--- config.mk ---
export PLATFORM = sky130hd
export DESIGN_NAME = nth_byte_pattern_finder_flat
export DESIGN_NICKNAME = d
export VERILOG_FILES = /design/src/sv/nbpf_pkg.sv /design/src/sv/nbpf_if.sv /design/src/sv/nth_byte_pattern_finder.sv /design/src/sv/nbpf_cell.sv /design/src/flat_wrapper.sv
export SDC_FILE = /design/constraint.sdc
export NUM_CORES = 1
export LEC_CHECK = 0
export ABC_CLOCK_PERIOD_IN_PS = 15750
export BUFFER_PORTS_ARGS = -buffer_cell sky130_fd_sc_hd__buf_2
export CORE_MARGIN = 5
export CORE_UTILIZATION = 66
export DETAILED_ROUTE_END_ITERATION = 16
export PLACE_DENSITY = 0.9
export SLEW_MARGIN = 20
export SYNTH_ARGS = -nofsm -noshare
export SYNTH_HDL_FRONTEND = slang
export SYNTH_SLANG_ARGS = --single-unit
--- constraint.sdc ---
create_clock -name clk_i -period 15.75 [get_ports clk_i]
set_input_delay 0.7875 -clock clk_i [delete_from_list [all_inputs] [get_ports clk_i]]
set_output_delay 0.7875 -clock clk_i [all_outputs]
set_load 0.03 [all_outputs]
--- src/sv/nbpf_pkg.sv ---
// ---------------------------------------------------------------------------
// nbpf_pkg: shared types and constants for the nth byte pattern finder
// Register indexes, field widths and the hand-off record between cells.
// ---------------------------------------------------------------------------
package nbpf_pkg;

  // Field widths fixed by the interface
  localparam int unsigned PatW  = 64;
  localparam int unsigned LenW  = 4;
  localparam int unsigned OccW  = 16;
  localparam int unsigned OffW  = 16;
  localparam int unsigned ByteW = 8;
  localparam int unsigned IdxW  = 2;

  // Configuration register indexes
  typedef enum logic [IdxW-1:0] {
    CFG_PATTERN_BYTES     = 2'd0,
    CFG_PATTERN_LENGTH    = 2'd1,
    CFG_OCCURRENCE_WANTED = 2'd2
  } cfg_idx_e;

  // One window slot as it moves from cell to cell
  typedef struct packed {
    logic             vld;
    logic [ByteW-1:0] data;
  } link_t;

endpackage

--- src/sv/nbpf_if.sv ---
// ---------------------------------------------------------------------------
// nbpf_in_if / nbpf_out_if: valid/ready channels of the pattern finder
// One request carries one buffer byte; one response carries one search result.
// ---------------------------------------------------------------------------
interface nbpf_in_if;
  logic                       valid;
  logic                       ready;
  logic [nbpf_pkg::ByteW-1:0] data_byte;
  logic                       last_byte;

  modport source (output valid, output data_byte, output last_byte, input ready);
  modport sink   (input valid, input data_byte, input last_byte, output ready);
endinterface

interface nbpf_out_if;
  logic                      valid;
  logic                      ready;
  logic                      found;
  logic [nbpf_pkg::OffW-1:0] match_offset;

  modport source (output valid, output found, output match_offset, input ready);
  modport sink   (input valid, input found, input match_offset, output ready);
endinterface

--- src/sv/nth_byte_pattern_finder.sv ---
// ---------------------------------------------------------------------------
// nth_byte_pattern_finder: start offset of the n-th match of a byte pattern
// Result: registered; shown in the cycle after its deciding byte is taken.
// Throughput: one byte per cycle while results are taken; cells compare in
// parallel; the response register frees itself in the cycle it is taken.
// Reset: asynchronous, active low; clears the window, position, match count
// and response; pattern is zero, length one and occurrence one after reset.
// ---------------------------------------------------------------------------
module nth_byte_pattern_finder #(
  parameter int unsigned MAX_PATTERN = 8,
  parameter int unsigned MAX_BUFFER  = 65536
) (
  input  logic                            clk_i,
  input  logic                            rst_ni,
  input  logic                            cfg_we_i,
  input  logic [nbpf_pkg::IdxW-1:0]       cfg_idx_i,
  input  logic [nbpf_pkg::PatW-1:0]       cfg_data_i,
  nbpf_in_if.sink                         req_i,
  nbpf_out_if.source                      res_o
);

  localparam int unsigned PosW  = $clog2(MAX_BUFFER + 1);
  localparam int unsigned CalcW = (PosW > nbpf_pkg::OffW) ? PosW : nbpf_pkg::OffW;
  localparam logic [PosW-1:0] PosMax = PosW'(MAX_BUFFER);
  localparam logic [nbpf_pkg::LenW-1:0] LenMax = nbpf_pkg::LenW'(MAX_PATTERN);

  // Configuration registers
  logic [nbpf_pkg::PatW-1:0] pattern_q;
  logic [nbpf_pkg::LenW-1:0] len_q;
  logic [nbpf_pkg::OccW-1:0] occ_q;

  always_ff @(posedge clk_i or negedge rst_ni) begin
    if (!rst_ni) begin
      pattern_q <= '0;
      len_q     <= nbpf_pkg::LenW'(1);
      occ_q     <= nbpf_pkg::OccW'(1);
    end else if (cfg_we_i) begin
      case (nbpf_pkg::cfg_idx_e'(cfg_idx_i))
        nbpf_pkg::CFG_PATTERN_BYTES:     pattern_q <= cfg_data_i;
        nbpf_pkg::CFG_PATTERN_LENGTH:    len_q     <= cfg_data_i[nbpf_pkg::LenW-1:0];
        nbpf_pkg::CFG_OCCURRENCE_WANTED: occ_q     <= cfg_data_i[nbpf_pkg::OccW-1:0];
        default: ;
      endcase
    end
  end

  // Length in use, clamped to 1..MAX_PATTERN
  logic [nbpf_pkg::LenW-1:0] len_use;
  always_comb begin
    len_use = len_q;
    if (len_q == '0) begin
      len_use = nbpf_pkg::LenW'(1);
    end else if (len_q > LenMax) begin
      len_use = LenMax;
    end
  end

  // Handshake
  logic res_vld_q;
  logic acc;
  assign req_i.ready = !res_vld_q || res_o.ready;
  assign acc         = req_i.valid && req_i.ready;

  // Row of window cells, newest byte enters cell 0
  nbpf_pkg::link_t        link [MAX_PATTERN+1];
  logic [MAX_PATTERN-1:0] hit;

  assign link[0].vld  = 1'b1;
  assign link[0].data = req_i.data_byte;

  for (genvar j = 0; j < MAX_PATTERN; j++) begin : g_cell
    nbpf_cell #(.Slot(j)) u_cell (
      .clk_i     (clk_i),
      .rst_ni    (rst_ni),
      .shift_i   (acc),
      .clear_i   (req_i.last_byte),
      .link_i    (link[j]),
      .len_i     (len_use),
      .pattern_i (pattern_q),
      .link_o    (link[j+1]),
      .hit_o     (hit[j])
    );
  end

  // Buffer state
  logic [PosW-1:0]           pos_q, pos_d;
  logic [nbpf_pkg::OccW-1:0] cnt_q, cnt_d, cnt_inc;
  logic                      rep_q, rep_d;
  logic                      match, found_now, emit;
  logic [CalcW-1:0]          off_full;

  assign match     = !rep_q && (pos_q < PosMax) && (&hit);
  assign cnt_inc   = cnt_q + nbpf_pkg::OccW'(cnt_q != '1);
  assign found_now = match && (cnt_inc == occ_q);
  assign emit      = found_now || (req_i.last_byte && !rep_q);
  assign off_full  = CalcW'(pos_q) + CalcW'(1) - CalcW'(len_use);

  always_comb begin
    pos_d = pos_q + PosW'(pos_q < PosMax);
    cnt_d = match ? cnt_inc : cnt_q;
    rep_d = rep_q || found_now;
    if (req_i.last_byte) begin
      pos_d = '0;
      cnt_d = '0;
      rep_d = 1'b0;
    end
  end

  always_ff @(posedge clk_i or negedge rst_ni) begin
    if (!rst_ni) begin
      pos_q <= '0;
      cnt_q <= '0;
      rep_q <= 1'b0;
    end else if (acc) begin
      pos_q <= pos_d;
      cnt_q <= cnt_d;
      rep_q <= rep_d;
    end
  end

  // Response register
  logic                      found_q;
  logic [nbpf_pkg::OffW-1:0] off_q;

  always_ff @(posedge clk_i or negedge rst_ni) begin
    if (!rst_ni) begin
      res_vld_q <= 1'b0;
    end else if (acc && emit) begin
      res_vld_q <= 1'b1;
    end else if (res_o.ready) begin
      res_vld_q <= 1'b0;
    end
  end

  always_ff @(posedge clk_i) begin
    if (acc && emit) begin
      found_q <= found_now;
      off_q   <= found_now ? off_full[nbpf_pkg::OffW-1:0] : '0;
    end
  end

  assign res_o.valid        = res_vld_q;
  assign res_o.found        = found_q;
  assign res_o.match_offset = off_q;

endmodule

--- src/sv/nbpf_cell.sv ---
// ---------------------------------------------------------------------------
// nbpf_cell: one slot of the byte window
// Holds one byte and its valid flag, passes them on to the next cell on each
// request and compares the incoming byte with its pattern byte.
// ---------------------------------------------------------------------------
module nbpf_cell #(
  parameter int unsigned Slot = 0
) (
  input  logic                         clk_i,
  input  logic                         rst_ni,
  input  logic                         shift_i,
  input  logic                         clear_i,
  input  nbpf_pkg::link_t              link_i,
  input  logic [nbpf_pkg::LenW-1:0]    len_i,
  input  logic [nbpf_pkg::PatW-1:0]    pattern_i,
  output nbpf_pkg::link_t              link_o,
  output logic                         hit_o
);

  logic                         vld_q, vld_d;
  logic [nbpf_pkg::ByteW-1:0]   data_q;
  logic [nbpf_pkg::LenW-1:0]    pat_sel;
  logic                         in_use;
  logic [nbpf_pkg::ByteW-1:0]   want;

  // Slot j of the window faces pattern byte (len - 1 - j)
  assign in_use  = nbpf_pkg::LenW'(Slot) < len_i;
  assign pat_sel = len_i - nbpf_pkg::LenW'(1) - nbpf_pkg::LenW'(Slot);
  assign want    = pattern_i[{pat_sel[2:0], 3'b000} +: nbpf_pkg::ByteW];

  // Compare against the byte about to enter this slot
  assign hit_o = !in_use || (link_i.vld && (link_i.data == want));

  // Window clears after the final byte of a buffer
  assign vld_d = clear_i ? 1'b0 : link_i.vld;

  always_ff @(posedge clk_i or negedge rst_ni) begin
    if (!rst_ni) begin
      vld_q <= 1'b0;
    end else if (shift_i) begin
      vld_q <= vld_d;
    end
  end

  always_ff @(posedge clk_i) begin
    if (shift_i) begin
      data_q <= link_i.data;
    end
  end

  assign link_o.vld  = vld_q;
  assign link_o.data = data_q;

endmodule

--- src/flat_wrapper.sv ---
// flat-port wrapper written by rule: the top's interface ports become plain ports
module nth_byte_pattern_finder_flat 
#(
  parameter int unsigned MAX_PATTERN = 8,
  parameter int unsigned MAX_BUFFER  = 65536
)
  (clk_i, rst_ni, cfg_we_i, cfg_idx_i, cfg_data_i, req_i_valid, req_i_data_byte, req_i_last_byte, req_i_ready, res_o_valid, res_o_found, res_o_match_offset, res_o_ready);
  nbpf_in_if req_i_i ();
  nbpf_out_if res_o_i ();
  input  logic clk_i;
  input  logic rst_ni;
  input  logic cfg_we_i;
  input  logic [nbpf_pkg::IdxW-1:0] cfg_idx_i;
  input  logic [nbpf_pkg::PatW-1:0] cfg_data_i;
  input wire logic [$bits(req_i_i.valid)-1:0] req_i_valid;
  input wire logic [$bits(req_i_i.data_byte)-1:0] req_i_data_byte;
  input wire logic [$bits(req_i_i.last_byte)-1:0] req_i_last_byte;
  output wire logic [$bits(req_i_i.ready)-1:0] req_i_ready;
  output wire logic [$bits(res_o_i.valid)-1:0] res_o_valid;
  output wire logic [$bits(res_o_i.found)-1:0] res_o_found;
  output wire logic [$bits(res_o_i.match_offset)-1:0] res_o_match_offset;
  input wire logic [$bits(res_o_i.ready)-1:0] res_o_ready;
  assign req_i_i.valid = req_i_valid;
  assign req_i_i.data_byte = req_i_data_byte;
  assign req_i_i.last_byte = req_i_last_byte;
  assign req_i_ready = req_i_i.ready;
  assign res_o_valid = res_o_i.valid;
  assign res_o_found = res_o_i.found;
  assign res_o_match_offset = res_o_i.match_offset;
  assign res_o_i.ready = res_o_ready;
  nth_byte_pattern_finder #(.MAX_PATTERN(MAX_PATTERN), .MAX_BUFFER(MAX_BUFFER)) u_core (.clk_i(clk_i), .rst_ni(rst_ni), .cfg_we_i(cfg_we_i), .cfg_idx_i(cfg_idx_i), .cfg_data_i(cfg_data_i), .req_i(req_i_i), .res_o(res_o_i));
endmodule
==> results of run 1 <==
## registers in the layout, summed over array words and instances, names as in the netlist
name and count:
u_core.pattern_q 64, u_core.g_cell.u_cell.data_q 56, u_core.pos_q 17, u_core.cnt_q 16
u_core.occ_q 16, u_core.res_o.match_offset 16, u_core.g_cell.u_cell.vld_q 7, u_core.len_q 4
u_core.rep_q 1, u_core.res_o.found 1, u_core.res_o.valid 1
## metrics by stage
step | hold slack [ns] | instance area, um2
2_1_floorplan | 0.441 | 13200
3_3_place_gp | 0.454 | 13900
3_5_place_dp | 0.460 | 13900
4_1_cts | 0.356 | 14500
5_1_grt | 0.380 | 14500
6_report | 0.326 | 14500
## Yosys cell counts (10+ instances only)
cell	instances
a21oi_1	25
a22o_1	13
a32oi_1	42
and2_1	11
and3_1	12
buf_2	12
clkbuf_1	50
dfrtp_1	124
edfxtp_1	73
ha_1	36
inv_1	33
mux2_2	84
mux2i_1	47
mux4_2	62
nand2_1	65
nand3_1	40
nand4_1	23
nor2_1	60
nor2b_1	65
nor3_1	24
nor4_1	10
o21ai_0	30
o31ai_1	21
xnor2_1	68
xor2_1	39
## worst max-delay path: stages (launching register included)
cell	delay, ns
dfrtp_2	1.08
nand2b_1	0.76
inv_1	0.28
ha_1	0.36
buf_4	0.41
xor2_2	0.17
buf_4	0.36
mux2i_1	0.12
mux4_2	0.49
xnor2_1	0.17
a2111oi_2	0.34
nand4_1	0.23
a211oi_4	0.79
nand4_2	0.62
a21oi_1	0.31
buf_4	0.25
## final timing paths
| check | from | endpoint |
|---|---|---|
| min in group clk_i | u_core.g_cell[1].u_cell.data_q[0] | u_core.g_cell[2].u_cell.data_q[0] |
| setup reg to reg | u_core.len_q[3] | u_core.res_o.match_offset[1] |
| hold reg to reg | u_core.g_cell[1].u_cell.data_q[0] | u_core.g_cell[2].u_cell.data_q[0] |
| hold / removal | rst_ni | u_core.occ_q[3] |
| setup / recovery | u_core.len_q[3] | u_core.res_o.match_offset[1] |
| max in group asynchronous | rst_ni | u_core.pattern_q[24] |
## layout make-up
class	count	area, um2
multi-input cells	868	7470
flip-flops and latches	199	5350
fillers	1196	5060
repair buffers	113	626
inverters	37	139
clock buffers	20	489
clock inverters	12	125
well taps	265	332
## metal layers
| metal | up-vias | GRT usage, % |
|---|---|---|
| met5 | - | 0 |
| met4 | 0 | 16.9 |
| met3 | 214 | 8.18 |
| met2 | 959 | 49.4 |
| met1 | 5188 | 44.6 |
| li1 | 4561 | - |
## cell usage in the layout (no fill, tap or decap), types with 4 or more instances in the layout
| master | instances |
|---|---|
| a21oi_1 | 25 |
| ha_1 | 36 |
| nand3b_1 | 4 |
| inv_6 | 4 |
| nor3_1 | 24 |
| buf_4 | 15 |
| xor2_1 | 37 |
| nand2b_1 | 6 |
| and3_1 | 12 |
| o2111ai_1 | 4 |
| mux2i_1 | 47 |
| and2_1 | 11 |
| nor2_1 | 60 |
| a221oi_1 | 6 |
| edfxtp_1 | 73 |
| dfrtp_1 | 123 |
| nor2b_1 | 65 |
| inv_1 | 33 |
| a22oi_1 | 5 |
| o21ai_0 | 30 |
| o31ai_1 | 20 |
| o22ai_1 | 6 |
| or4_1 | 9 |
| nor4_1 | 10 |
| a22o_1 | 13 |
| buf_2 | 97 |
| a32oi_1 | 42 |
| mux2_2 | 84 |
| nand2_1 | 65 |
| clkbuf_16 | 19 |
| xnor2_1 | 67 |
| mux4_2 | 62 |
| nand3_1 | 40 |
| nand4_1 | 23 |
## cell families after synthesis
logic type	Yosys count	share of synthesized area, %
AND/OR/NAND/NOR	343	13.7
flip-flops	199	40.4
multiplexers	193	21.2
AO/OA/AOI/OAI	188	10.6
buffers and inverters	111	3.54
XOR/XNOR	107	7.07
adder cells (fa/ha/maj)	37	3.55
## power by group
group	switching [W]	leakage, nW	internal, W	total, W
combinational	0.000577	3.22	0.000502	0.00108
clock	0.000211	0.306	0.000246	0.000457
sequential	0.000109	2.25	0.000605	0.000714
==> impl_metrics.toml, run 1 <==
[place]
hpwlAfterDp_um = 25800
dp.cells = 1481
dp_slack_ns = 8.59
gp_congestion = 1.05
numPortBuffers = 98

[detailed_routing]
drt_first_pass_iters = 6
drt_wl_total_um = 37200
drtIter0Drc = 2020
ant_nets = 0
avgRoutedWirePerCell_um = 24.6
topRoutingLayerUsed = "met4"
wl_met3_um = 4960
wl_met1_um = 13500
routed-via-count = 10922
routed_via_density = 7.21
wl_met2_um = 16500
drc = 0

[min_path]
hp-class = "in2async"

[timing]
min_period_ns = 7.11
setup_tns_ns = 0
max-slew-margin-rel_pct = 27.6
tightest_slew_ns = 1.09
drv_slew = 0
rsz0062_at_grt = "false"
fmax_ghz = 0.141
fin_ws_ns = 8.64
period_share_pct = 45.2
clock_skew_ns = 0.0110
hold_viol_final = 0
setup_viol_count_final = 0

[critical_path]
arrival_ns = 7.26
endpoint_kind = "flip-flop"
crit_type = "reg2reg"
critPathMaxFanout = 58
crit_required_ns = 15.90
rrSetupSlack_ns = 8.64
cp-start-kind = "flip-flop"
r2r_cells = 15

[floorplan]
core_um2 = 19600
die_area_um2 = 23000
fp-row-count = 51
fp.dieW_um = 152
io_pins = 99
die_h_um = 152
initial_core_util_pct = 67.6

[clocking]
cts_setup_buffers = 0
cts_made_buffers = 17
postCtsResizedCells = 0
cts_sinks = 199
cts_buffer_depth = 2
root_buffer = "clkbuf_16"
htreeDepth = 4
cts_tree = "built"
clk_pin_slew_ns = 0.08
holdBufCountCts = 0
clock_latency_ns = 0.45

[synth]
syn_avg_cell_area_um2 = 11.2
syn_nets = 1295
ys.flop_type = "dfrtp_1"
netlist_instances = 1178
synth_area_um2 = 13200
synth_area_leaders = "dfrtp_1, edfxtp_1, mux4_2, mux2_2, xnor2_1"
synth_top_area_share_pct = 23.4
synth_edf_count = 73
synth-seq-cells = 199
synth_area_leader_cell = "dfrtp_1"
ys.warnings.count = 0
seq_area_frac_synth_pct = 40.4
postSynth.asyncResetShare_pct = 63.3
synth.distinct_cells = 72

[final_layout]
fin_nets = 1353
fin_util_pct = 74.2
area.growth.synth_to_final_pct = 9.71
drive_above_1_share_pct = 24.8
stdcell_count = 1514
antenna_cells = 0

[power]
p_leak_nw = 5.77
ir_worst_vdd_mv = 0.120
pwr_density_cell_nw_per_um2 = 155
total_power_w = 0.00225

[global_routing]
grt_max_degree = 84
grt_pass1_wl_um = 57600
grt_overflow = 0
grt_util_all_layers_pct = 32.8
antenna_found_initial = 0
grt_pass1_vias = 10427

[outcome]
outcome = "finished clean"

[run]
maxCapViolations = 0
No activity file was read; power rests on OpenSTA's default activity.
==> inputs of run 2 (changes only) <==
--- a/config.mk
+++ b/config.mk
@@ -5,12 +5,13 @@
 export SDC_FILE = /design/constraint.sdc
 export NUM_CORES = 1
 export LEC_CHECK = 0
-export ABC_CLOCK_PERIOD_IN_PS = 15750
+export ABC_AREA = 1
+export ABC_CLOCK_PERIOD_IN_PS = 6500
 export BUFFER_PORTS_ARGS = -buffer_cell sky130_fd_sc_hd__buf_2
 export CORE_MARGIN = 5
-export CORE_UTILIZATION = 66
+export CORE_UTILIZATION = 55
 export DETAILED_ROUTE_END_ITERATION = 16
-export PLACE_DENSITY = 0.9
+export PLACE_DENSITY = 0.81
 export SLEW_MARGIN = 20
 export SYNTH_ARGS = -nofsm -noshare
 export SYNTH_HDL_FRONTEND = slang
==> constraint.sdc (replaced) <==
create_clock -name clk_i -period 6.5 [get_ports clk_i]
set_input_delay 0.325 -clock clk_i [delete_from_list [all_inputs] [get_ports clk_i]]
set_output_delay 0.325 -clock clk_i [all_outputs]
set_load 0.03 [all_outputs]
==> impl_metrics.toml, run 2 <==
[power]
ir_worst_vdd_mv = 0.180
p_leak_nw = 7.35
pwr-share-comb_pct = 48.1
pwr_density_cell_nw_per_um2 = 358
clockPowerShare_pct = 21.3
p_int_w = 0.00269
switching_power_w = 0.00235
p_sw_share_pct = 46.6
seq_power_share_pct = 30.5

[synth]
netlist_instances = 1766
syn_nets = 1883
synth-seq-cells = 199
synth_area_um2 = 12800
synth_top_area_share_pct = 24.3
syn_avg_cell_area_um2 = 7.23
synth_area_leaders = "dfrtp_1, nand2_1, edfxtp_1, nand3_1, inv_1"
ys.warnings.count = 0
postSynth.asyncResetShare_pct = 63.3
yosysMostFrequentCell = "nand2_1"
synth.distinct_cells = 43
yosys-top-cells-count = "nand2_1, nand3_1, inv_1"
synth_edf_count = 73
ys.flop_type = "dfrtp_1"
seq_area_frac_synth_pct = 41.9
synth_area_leader_cell = "dfrtp_1"

[place]
gp_congestion = 1.06
placedInstanceArea_um2 = 13400
dp_slack_ns = 1.51
numPortBuffers = 98
hpwlAfterDp_um = 28500

[global_routing]
grt_pass1_wl_um = 59700
antenna_found_initial = 1
grt_overflow = 0
grt_pass1_vias = 10771
grt_util_all_layers_pct = 29.0
grt_max_degree = 86

[floorplan]
die_h_um = 162
fp.dieW_um = 162
io_pins = 99
die_area_um2 = 26400
fp-row-count = 55
initial_core_util_pct = 56.1
core_um2 = 22800

[timing]
fmax_ghz = 0.198
period_share_pct = 77.9
tightest_slew_ns = 1.03
rsz0062_at_grt = "false"
setup_tns_ns = 0
fin_ws_ns = 1.44
clock_skew_ns = 0.0193
drv_slew = 0
min_period_ns = 5.06
hold_viol_final = 0
max-slew-margin-rel_pct = 31.3
setup_viol_count_final = 0
worst_hold_slack_ns = 0.103

[detailed_routing]
ant_nets = 0
drc = 0
routed_via_density = 5.56
drt_first_pass_iters = 6
drtIter0Drc = 1396
routed-via-count = 11995
drt_wl_total_um = 38000
avgRoutedWirePerCell_um = 17.6

[final_layout]
fin_nets = 1948
n_fill_cell = 2078
top_register = "u_core.pattern_q"
largest_reg_flops = 64
fin_area_um2 = 14000
top_regs = "u_core.pattern_q: 64 flops, u_core.g_cell.u_cell.data_q: 56 flops, u_core.pos_q: 17 flops"
antenna_cells = 0
mostFrequentLayoutCells = "nand2_1, nand3_1, inv_1"
final_common_cell = "nand2_1"
drive_above_1_share_pct = 9.49
area.growth.synth_to_final_pct = 10.0
fin_util_pct = 61.7

[min_path]
hp-class = "in2reg"
whs_path_depth = 1
min_from = "req_i_data_byte[4]"
whs_endpoint = "u_core.g_cell[0].u_cell.data_q[4]"

[critical_path]
arrival_ns = 5.15
endpoint_kind = "flip-flop"
crit_type = "reg2reg"
crit_required_ns = 6.59
cp-start-kind = "flip-flop"
r2r_cells = 20
rrSetupSlack_ns = 1.44
rr_endpoint = "u_core.res_o.match_offset[5]"
critPathMaxFanout = 21
worstReg2RegStart = "u_core.len_q[3]"

[run]
maxCapViolations = 0

[clocking]
clock_latency_ns = 0.45
clk_pin_slew_ns = 0.08
root_buffer = "clkbuf_16"
cts_buffer_depth = 2
htreeDepth = 4
cts_tree = "built"
cts_sinks = 199
cts_made_buffers = 17

[outcome]
outcome = "finished clean"
[run 2: changes by cell type after synthesis, moves of 54 or more]
cell / previous run / this run
nor2b_1: 65 / 0
nand2_1: 65 / 637
inv_1: 33 / 179
mux4_2: 62 / 0
mux2_2: 84 / 11
nand3_1: 40 / 277
xnor2_1: 68 / 14
[run 2: kinds of logic (layout without fill, tap and decap cells)]
kind of cell,after synthesis,after routing,synth area share (%)
AO/OA/AOI/OAI,154,154,6.53
XOR/XNOR,49,49,3.42
adder cells (fa/ha/maj),37,37,3.68
buffers and inverters,253,331,8.02
flip-flops,199,199,41.9
multiplexers,11,11,0.970
AND/OR/NAND/NOR,1063,1063,35.5
[run 2: worst max-delay path by stage]
stage               startpoint                           end  depth (start not counted)
6_report       u_core.len_q[3]  u_core.res_o.match_offset[5]                         20
5_1_grt        u_core.len_q[3]  u_core.res_o.match_offset[4]                         20
4_1_cts        u_core.len_q[3]  u_core.res_o.match_offset[3]                         20
3_5_place_dp   u_core.len_q[3]  u_core.res_o.match_offset[3]                         20
3_3_place_gp   u_core.len_q[3]  u_core.res_o.match_offset[2]                         20
2_1_floorplan  u_core.len_q[0]            u_core.res_o.found                         22
[run 2: repair_timing]
item,CTS,global route
setup buffers,0,0
resized for setup,0,0
hold buffers,1,0
endpoints found under the hold margin,5,0
[run 2: metrics by stage]
step           std cells  total power (W)
2_1_floorplan       1766          0.00327
3_3_place_gp        2124          0.00388
3_5_place_dp        2124          0.00390
4_1_cts             2157          0.00498
5_1_grt             2157          0.00538
6_report            2157          0.00503
[run 2: routing by layer]
layer  wire length (um)  global-route usage (%)  up-vias
met5                 12                       0        -
met4                983                    8.30        2
met3               3900                    7.44       67
met2              16100                    41.7      543
met1              17100                    43.5     5534
li1                   -                       -     5849
[run 2: area by class of cell]
class	count	area (um2)	area share [%]
inverters	186	698	4.97
multi-input cells	1314	6410	45.6
clock buffers	18	429	3.06
clock inverters	14	160	1.14
flip-flops and latches	199	5350	38.1
repair buffers	113	608	4.33
well taps	313	392	2.79
[run 2: power by group through the flow]
stage	Sequential, W	Clock (W)	Combinational (W)
3_5_place_dp	0.00156	0	0.00235
3_3_place_gp	0.00155	0	0.00232
2_1_floorplan	0.00153	0	0.00174
5_1_grt	0.00155	0.00113	0.00270
6_report	0.00154	0.00107	0.00242
4_1_cts	0.00153	0.00109	0.00236
[run 2: critical path: stages, from the launching register on]
cell	delay (ns)
dfrtp_1	0.45
nor2_1	0.25
inv_1	0.10
ha_1	0.21
ha_1	0.34
buf_4	0.30
xor2_1	0.71
inv_2	0.26
nand3_1	0.19
nand3b_1	0.09
nand2_1	0.07
nand2_1	0.06
nor2_1	0.15
nand3_1	0.13
nand2_1	0.07
nand2_1	0.06
nor2_2	0.15
nand3_2	0.35
nand2_1	0.16
nand2_1	0.09
inv_1	0.48
